### config.mk
export PLATFORM = sky130hd
export DESIGN_NAME = button_calibration_mode_controller_top
export DESIGN_NICKNAME = d
export VERILOG_FILES = /design/src/design/bcmc_pkg.sv /design/src/design/bcmc_regs.sv /design/src/design/bcmc_core.sv /design/src/design/button_calibration_mode_controller_top.sv
export SDC_FILE = /design/constraint.sdc
export NUM_CORES = 1
export LEC_CHECK = 0
export BUFFER_PORTS_ARGS = -buffer_cell sky130_fd_sc_hd__buf_2
export CAP_MARGIN = 20
export CELL_PAD_IN_SITES_DETAIL_PLACEMENT = 1
export CELL_PAD_IN_SITES_GLOBAL_PLACEMENT = 2
export CORE_UTILIZATION = 35
export DETAILED_ROUTE_END_ITERATION = 7
export GPL_ROUTABILITY_DRIVEN = 0
export GPL_TIMING_DRIVEN = 0
export PLACE_DENSITY_LB_ADDON = 0.1
export SLEW_MARGIN = 5
export SYNTH_ARGS = -nofsm -noshare
export SYNTH_HDL_FRONTEND = slang
export SYNTH_SLANG_ARGS = --single-unit
### constraint.sdc
create_clock -name clk -period 10.98 [get_ports clk]
set_clock_uncertainty 0.1 [all_clocks]
set_input_delay 2.196 -clock clk [delete_from_list [all_inputs] [get_ports clk]]
set_output_delay 2.196 -clock clk [all_outputs]
set_load 0.02 [all_outputs]
### src/design/bcmc_pkg.sv
// Shared types and register map for the button calibration mode controller.
`timescale 1ns / 1ps
`default_nettype none

package bcmc_pkg;

    localparam int unsigned ADDR_BITS = 5;

    localparam logic [ADDR_BITS-1:0] ADDR_HOLD_TIME  = 5'd0;
    localparam logic [ADDR_BITS-1:0] ADDR_SAVE_DELAY = 5'd4;
    localparam logic [ADDR_BITS-1:0] ADDR_NOTICE     = 5'd8;
    localparam logic [ADDR_BITS-1:0] ADDR_STEP_SIZE  = 5'd12;
    localparam logic [ADDR_BITS-1:0] ADDR_START_CAL  = 5'd16;

    localparam logic [15:0] RST_HOLD_TIME  = 16'd2000;
    localparam logic [15:0] RST_SAVE_DELAY = 16'd8000;
    localparam logic [15:0] RST_NOTICE     = 16'd1500;
    localparam logic [15:0] RST_STEP_SIZE  = 16'd16;
    localparam logic [15:0] RST_START_CAL  = 16'd256;

    typedef struct packed {
        logic [15:0] hold_time_ms;
        logic [15:0] save_delay_ms;
        logic [15:0] notice_time_ms;
        logic [15:0] step_size;
        logic [15:0] start_calibration;
    } bcmc_cfg_t;

    typedef struct packed {
        logic        mode;
        logic [15:0] calibration;
        logic        save_strobe;
        logic        notice_active;
    } bcmc_result_t;

endpackage

`default_nettype wire

### src/design/bcmc_regs.sv
// APB configuration register file for the button calibration mode controller.
`timescale 1ns / 1ps
`default_nettype none

module bcmc_regs (
    input  wire logic                          clk,
    input  wire logic                          rst_n,
    input  wire logic                          psel,
    input  wire logic                          penable,
    input  wire logic                          pwrite,
    input  wire logic [bcmc_pkg::ADDR_BITS-1:0] paddr,
    input  wire logic [31:0]                   pwdata,
    output logic      [31:0]                   prdata,
    output logic                               pready,
    output bcmc_pkg::bcmc_cfg_t                cfg,
    output logic                               load_cal,
    output logic      [15:0]                   load_value
);
    import bcmc_pkg::*;

    bcmc_cfg_t cfg_reg;
    bcmc_cfg_t cfg_next;
    logic      wr_en;

    assign pready = 1'b1;
    assign wr_en  = psel && penable && pwrite;
    assign cfg    = cfg_reg;
    assign load_cal = wr_en && (paddr == ADDR_START_CAL);
    assign load_value = pwdata[15:0];

    always_comb
    begin
        cfg_next = cfg_reg;
        if (wr_en)
        begin
            case (paddr)
                ADDR_HOLD_TIME:  cfg_next.hold_time_ms      = pwdata[15:0];
                ADDR_SAVE_DELAY: cfg_next.save_delay_ms     = pwdata[15:0];
                ADDR_NOTICE:     cfg_next.notice_time_ms    = pwdata[15:0];
                ADDR_STEP_SIZE:  cfg_next.step_size         = pwdata[15:0];
                ADDR_START_CAL:  cfg_next.start_calibration = pwdata[15:0];
                default:         cfg_next = cfg_reg;
            endcase
        end
    end

    always_comb
    begin
        case (paddr)
            ADDR_HOLD_TIME:  prdata = {16'd0, cfg_reg.hold_time_ms};
            ADDR_SAVE_DELAY: prdata = {16'd0, cfg_reg.save_delay_ms};
            ADDR_NOTICE:     prdata = {16'd0, cfg_reg.notice_time_ms};
            ADDR_STEP_SIZE:  prdata = {16'd0, cfg_reg.step_size};
            ADDR_START_CAL:  prdata = {16'd0, cfg_reg.start_calibration};
            default:         prdata = 32'd0;
        endcase
    end

    always_ff @(posedge clk or negedge rst_n)
    begin
        if (!rst_n)
        begin
            cfg_reg.hold_time_ms      <= RST_HOLD_TIME;
            cfg_reg.save_delay_ms     <= RST_SAVE_DELAY;
            cfg_reg.notice_time_ms    <= RST_NOTICE;
            cfg_reg.step_size         <= RST_STEP_SIZE;
            cfg_reg.start_calibration <= RST_START_CAL;
        end
        else
        begin
            cfg_reg <= cfg_next;
        end
    end

endmodule

`default_nettype wire

### src/design/bcmc_core.sv
// Mode, calibration, save and notice state with its per-item update logic.
`timescale 1ns / 1ps
`default_nettype none

module bcmc_core #(
    parameter int unsigned TIME_BITS = 32
) (
    input  wire logic                  clk,
    input  wire logic                  rst_n,
    input  wire logic                  fire,
    input  wire logic [31:0]           time_ms,
    input  wire logic                  up_pressed,
    input  wire logic                  down_pressed,
    input  wire bcmc_pkg::bcmc_cfg_t   cfg,
    input  wire logic                  load_cal,
    input  wire logic [15:0]           load_value,
    output bcmc_pkg::bcmc_result_t     result
);
    import bcmc_pkg::*;

    logic                 mode_reg, mode_next;
    logic [15:0]          cal_reg, cal_next;
    logic [TIME_BITS-1:0] hold_start_reg, hold_start_next;
    logic                 hold_fired_reg, hold_fired_next;
    logic                 prev_up_reg, prev_down_reg;
    logic                 pending_reg, pending_next;
    logic [TIME_BITS-1:0] last_save_reg, last_save_next;
    logic [TIME_BITS-1:0] deadline_reg, deadline_next;

    logic [TIME_BITS-1:0] now;
    logic [TIME_BITS-1:0] hold_elapsed;
    logic [TIME_BITS-1:0] save_elapsed;
    logic [16:0]          up_sum;
    logic [15:0]          cal_up;
    logic                 step_up, step_down, strobe;

    assign now          = TIME_BITS'(time_ms);
    assign hold_elapsed = now - hold_start_reg;
    assign save_elapsed = now - last_save_reg;

    always_comb
    begin
        hold_start_next = hold_start_reg;
        hold_fired_next = hold_fired_reg;
        mode_next       = mode_reg;
        if (up_pressed && down_pressed)
        begin
            if (hold_start_reg == '0)
            begin
                hold_start_next = now;
                hold_fired_next = 1'b0;
            end
            else if (!hold_fired_reg && (hold_elapsed >= TIME_BITS'(cfg.hold_time_ms)))
            begin
                hold_fired_next = 1'b1;
                mode_next       = ~mode_reg;
            end
        end
        else
        begin
            hold_start_next = '0;
            hold_fired_next = 1'b0;
        end

        step_up   = mode_next && prev_up_reg && !up_pressed && !down_pressed;
        step_down = mode_next && prev_down_reg && !down_pressed && !up_pressed;

        up_sum = {1'b0, cal_reg} + {1'b0, cfg.step_size};
        cal_up = cal_reg;
        if (step_up)
        begin
            cal_up = up_sum[16] ? 16'hFFFF : up_sum[15:0];
        end
        cal_next = cal_up;
        if (step_down)
        begin
            cal_next = (cal_up >= cfg.step_size) ? (cal_up - cfg.step_size) : 16'd0;
        end

        pending_next  = pending_reg;
        deadline_next = deadline_reg;
        if (step_up || step_down)
        begin
            pending_next  = 1'b1;
            deadline_next = '0;
        end

        strobe         = pending_next && (save_elapsed >= TIME_BITS'(cfg.save_delay_ms));
        last_save_next = last_save_reg;
        if (strobe)
        begin
            pending_next   = 1'b0;
            last_save_next = now;
            if (mode_next)
            begin
                deadline_next = now + TIME_BITS'(cfg.notice_time_ms);
            end
        end
        if ((deadline_next != '0) && (now >= deadline_next))
        begin
            deadline_next = '0;
        end

        result.mode          = mode_next;
        result.calibration   = cal_next;
        result.save_strobe   = strobe;
        result.notice_active = (deadline_next != '0);
    end

    always_ff @(posedge clk or negedge rst_n)
    begin
        if (!rst_n)
        begin
            mode_reg       <= 1'b0;
            cal_reg        <= RST_START_CAL;
            hold_start_reg <= '0;
            hold_fired_reg <= 1'b0;
            prev_up_reg    <= 1'b0;
            prev_down_reg  <= 1'b0;
            pending_reg    <= 1'b0;
            last_save_reg  <= '0;
            deadline_reg   <= '0;
        end
        else
        begin
            if (fire)
            begin
                mode_reg       <= mode_next;
                hold_start_reg <= hold_start_next;
                hold_fired_reg <= hold_fired_next;
                prev_up_reg    <= up_pressed;
                prev_down_reg  <= down_pressed;
                pending_reg    <= pending_next;
                last_save_reg  <= last_save_next;
                deadline_reg   <= deadline_next;
            end
            if (load_cal)
            begin
                cal_reg <= load_value;
            end
            else if (fire)
            begin
                cal_reg <= cal_next;
            end
        end
    end

endmodule

`default_nettype wire

### src/design/button_calibration_mode_controller_top.sv
// Top level of the button calibration mode controller: item registers and datapath.
`timescale 1ns / 1ps
`default_nettype none

// Channel    Handshake               Payload
// input      in_valid / in_ready     time_ms, up_pressed, down_pressed
// output     out_valid / out_ready   mode, calibration, save_strobe, notice_active
// config     APB psel/penable/pready paddr, pwdata, prdata
//
// An item is captured in the input register, updated by combinational logic, and
// its result lands in the output register when it fires, which raises out_valid.
// One item is accepted per cycle while the output register drains.
// Reset restores the config and core registers and clears both item valid flags.
// A stalled output holds the result and the input register until out_ready rises.

module button_calibration_mode_controller_top #(
    parameter int unsigned TIME_BITS = 32
) (
    input  wire logic                           clk,
    input  wire logic                           rst_n,
    input  wire logic                           in_valid,
    output logic                                in_ready,
    input  wire logic [31:0]                    time_ms,
    input  wire logic                           up_pressed,
    input  wire logic                           down_pressed,
    output logic                                out_valid,
    input  wire logic                           out_ready,
    output logic                                mode,
    output logic [15:0]                         calibration,
    output logic                                save_strobe,
    output logic                                notice_active,
    input  wire logic                           psel,
    input  wire logic                           penable,
    input  wire logic                           pwrite,
    input  wire logic [bcmc_pkg::ADDR_BITS-1:0] paddr,
    input  wire logic [31:0]                    pwdata,
    output logic      [31:0]                    prdata,
    output logic                                pready
);
    import bcmc_pkg::*;

    bcmc_cfg_t    cfg;
    bcmc_result_t result;
    bcmc_result_t res_reg;
    logic         load_cal;
    logic [15:0]  load_value;

    logic         ivalid_reg;
    logic [31:0]  time_reg;
    logic         up_reg;
    logic         down_reg;
    logic         ovalid_reg;
    logic         advance;
    logic         fire;

    assign advance  = !ovalid_reg || out_ready;
    assign fire     = ivalid_reg && advance;
    assign in_ready = !ivalid_reg || advance;

    bcmc_regs u_regs (
        .clk        (clk),
        .rst_n      (rst_n),
        .psel       (psel),
        .penable    (penable),
        .pwrite     (pwrite),
        .paddr      (paddr),
        .pwdata     (pwdata),
        .prdata     (prdata),
        .pready     (pready),
        .cfg        (cfg),
        .load_cal   (load_cal),
        .load_value (load_value)
    );

    bcmc_core #(
        .TIME_BITS (TIME_BITS)
    ) u_core (
        .clk          (clk),
        .rst_n        (rst_n),
        .fire         (fire),
        .time_ms      (time_reg),
        .up_pressed   (up_reg),
        .down_pressed (down_reg),
        .cfg          (cfg),
        .load_cal     (load_cal),
        .load_value   (load_value),
        .result       (result)
    );

    always_ff @(posedge clk or negedge rst_n)
    begin
        if (!rst_n)
        begin
            ivalid_reg <= 1'b0;
            ovalid_reg <= 1'b0;
        end
        else
        begin
            if (in_ready)
            begin
                ivalid_reg <= in_valid;
            end
            if (fire)
            begin
                ovalid_reg <= 1'b1;
            end
            else if (out_ready)
            begin
                ovalid_reg <= 1'b0;
            end
        end
    end

    always_ff @(posedge clk)
    begin
        if (in_valid && in_ready)
        begin
            time_reg <= time_ms;
            up_reg   <= up_pressed;
            down_reg <= down_pressed;
        end
        if (fire)
        begin
            res_reg <= result;
        end
    end

    assign out_valid     = ovalid_reg;
    assign mode          = res_reg.mode;
    assign calibration   = res_reg.calibration;
    assign save_strobe   = res_reg.save_strobe;
    assign notice_active = res_reg.notice_active;

endmodule

`default_nettype wire
==> reports/metrics.cfg <==
[status]
status = finished, final reports clean

[placed_design]
pre_cts_ws_ps = 1097
place_area_sq_um = 20550
dp_hpwl_um = 56210
dp.cells = 2963
numPortBuffers = 98

[worst_setup_path]
cp_data_arrival_time_ps = 10150
max_stage_delay_ps = 720
crit_start = time_reg[1]
crit_required_ps = 11330
crit_end = u_core.deadline_reg[0]
rrSetupSlack_ps = 1180
critical_path.slowest_cell = edfxtp_1
setup.worst_path.class = reg -> reg
critPathMaxFanout = 10
r2r_start = time_reg[1]
critPathLaunchType = flop
r2r-end = u_core.deadline_reg[0]
cp-end-kind = flop
reg2reg_depth = 34

[timing]
whs_ps = 370.2
rsz0062_at_grt = no
slew_violations = 0
final_hold_viol_count = 0
period_minus_slack_ps = 9797
tns_ps = 0
setup_viol = 0
max_freq_mhz = 102.1
relSlewSlack_pct = 30.48
period_share_pct = 89.22
setup_slack_ps = 1183
tightest_slew_ps = 1017

[global_routing]
grt_max_degree = 95
grt_pass1_wl_um = 109100
antenna_found_initial = 1
track_usage_pct = 25.66
grt_pass1_vias = 17830
grt_overflow = 0

[floorplanning]
die_h_um = 235.2
pin_count = 132
rows = 85
dieWidth_um = 235.2
die_area_sq_um = 55310
coreArea_sq_um = 53810
initial_utilization_pct = 35.36

[detailed_routing]
first_pass_iters = 8
drc = 0
viasPerCell = 5.641
wl_um = 71050
ant_nets = 0
drtIter0Drc = 1015
num_vias = 17070
wl_per_cell_um = 23.48

[pwr]
clockPowerShare_pct = 24.0
powerDensity_nw_per_um2 = 221.3
power_frac_seq_pct = 27.5
pwr-share-comb_pct = 48.5
p_total_mw = 4.797
power.net_switching_mw = 2.040
power.internal_mw = 2.757
swShare_pct = 42.52
static-leakage-power_nw = 9.542
ir_drop_mv = 0.1529

[logic_synthesis]
ys_warn_count = 0
ys_top_cells_by_area = dfrtp_1 (23%), ha_1 (11%), edfxtp_1 (8.4%), nand2_1 (5.9%), mux2_2 (4.7%)
synthesis.area_sq_um = 19030
yosys_register_bits = 252
synth_ff_type = dfrtp_1
synthArstFlopShare_pct = 78.97
ys_types = 96
synth_commonest_cells = nand2_1 (298), dfrtp_1 (177), ha_1 (174), o21ai_0 (165), inv_1 (155)
ys_seq_area_share_pct = 34.68
synth_edf_count = 53
synth_top_area_share_pct = 23.28
synth.avg_cell_area_sq_um = 8.855
yosysMostFrequentCell = nand2_1
synthCells = 2149
yosysTopAreaCell = dfrtp_1

[clock_tree]
cts_buffer_depth = 3
cts_buffers = 34
cts_tree = yes
clock_sinks = 252
post_cts_buffers = 0
clock_latency_ps = 550
cts_resized = 0
clkTransAtPathRegs_ps = 60
cts.hold.buffers_added = 0
root_buffer = clkbuf_16
htreeDepth = 2

[flow_run]
drv_cap = 0

[worst_hold_path]
hp-class = reg -> reg
min_from = u_regs.cfg[8]

[cells_and_area]
largest_reg_flops = 80
layout-drive-gt1-share_pct = 15.11
syn_to_final_growth_pct = 13.91
finalNonFillerCells = 3026
utilization_pct = 40.28
nNetsFinal = 2560
final_area_sq_um = 21680

==> power by group through the flow <==
stage / clock (mW) / sequential, mW / combinational (mW)
4_1_cts: 1.17 / 1.32 / 2.34
5_1_grt: 1.20 / 1.34 / 2.60
6_report: 1.15 / 1.32 / 2.33
2_1_floorplan: 0 / 1.28 / 1.68
3_3_place_gp: 0 / 1.33 / 2.26
3_5_place_dp: 0 / 1.33 / 2.32
==> cell type report <==
| cell class | count | area (sq um) |
|---|---|---|
| fill | 6347 | 32140 |
| multi-input combinational | 1658 | 11400 |
| sequential | 252 | 6599 |
| clock buffer | 47 | 919.6 |
| tap | 696 | 870.8 |
| timing repair buffer | 103 | 593.1 |
| inverter | 156 | 585.6 |
| buffer | 98 | 504.2 |
| clock inverter | 15 | 201.4 |
| antenna | 1 | 2.502 |
==> cells in the final DEF, fill, tap and decap left out, drive strengths merged, types with 13 or more instances in the layout <==
cell type and count:
xnor2 54, conb 17, mux2 80, inv 158
o21a 24, nand4 36, and3 17, dfrtp 177
nor4 24, buf 145, dfstp 22, a31oi 14
nand3 37, nor2b 16, nand2 300, nor2 110
edfxtp 53, o21ai 197, xor2 30, a21o 50
a222oi 16, nand2b 17, a22oi 20, a21boi 13
clkbuf 103, nor3 43, a211oi 31, a21oi 127
ha 174
==> critical path, delay by kind of cell (launching register included) <==
kind                     cells  cell delay (ps)
buffers and inverters        4              920
AO/OA/AOI/OAI               17             4710
flip-flops                   1              720
AND/OR/NAND/NOR              9             1870
XOR/XNOR                     1              270
adder cells (fa/ha/maj)      3             1100
==> kinds of logic (layout without fill, tap and decap cells) <==
logic type               after synthesis  in the layout  share of synthesized area, %
buffers and inverters                254            419                         5.720
AND/OR/NAND/NOR                      659            659                         16.16
other                                  2             18                       0.03947
XOR/XNOR                              84             84                         3.866
flip-flops                           252            252                         34.68
AO/OA/AOI/OAI                        631            631                         22.42
adder cells (fa/ha/maj)              179            179                         11.97
multiplexers                          88             88                         5.155
==> layer usage <==
layer | vias up | wire (um) | global-route usage [%]
li1 | 8123 | - | -
met1 | 8584 | 33890 | 35.29
met2 | 276 | 33430 | 42.82
met3 | 87 | 2101 | 2.756
met4 | 0 | 1631 | 6.679
met5 | - | 0 | 0
==> how the worst min path moves through the flow <==
stage | end | slack, ps | cells after the start
2_1_floorplan | u_regs.cfg[8] | 340 | 2
5_1_grt | u_regs.cfg[8] | 380 | 2
3_3_place_gp | u_regs.cfg[8] | 350 | 2
6_report | u_regs.cfg[8] | 370 | 2
4_1_cts | u_regs.cfg[8] | 370 | 2
3_5_place_dp | u_regs.cfg[8] | 360 | 2
(Power assumes the default switching activity.)
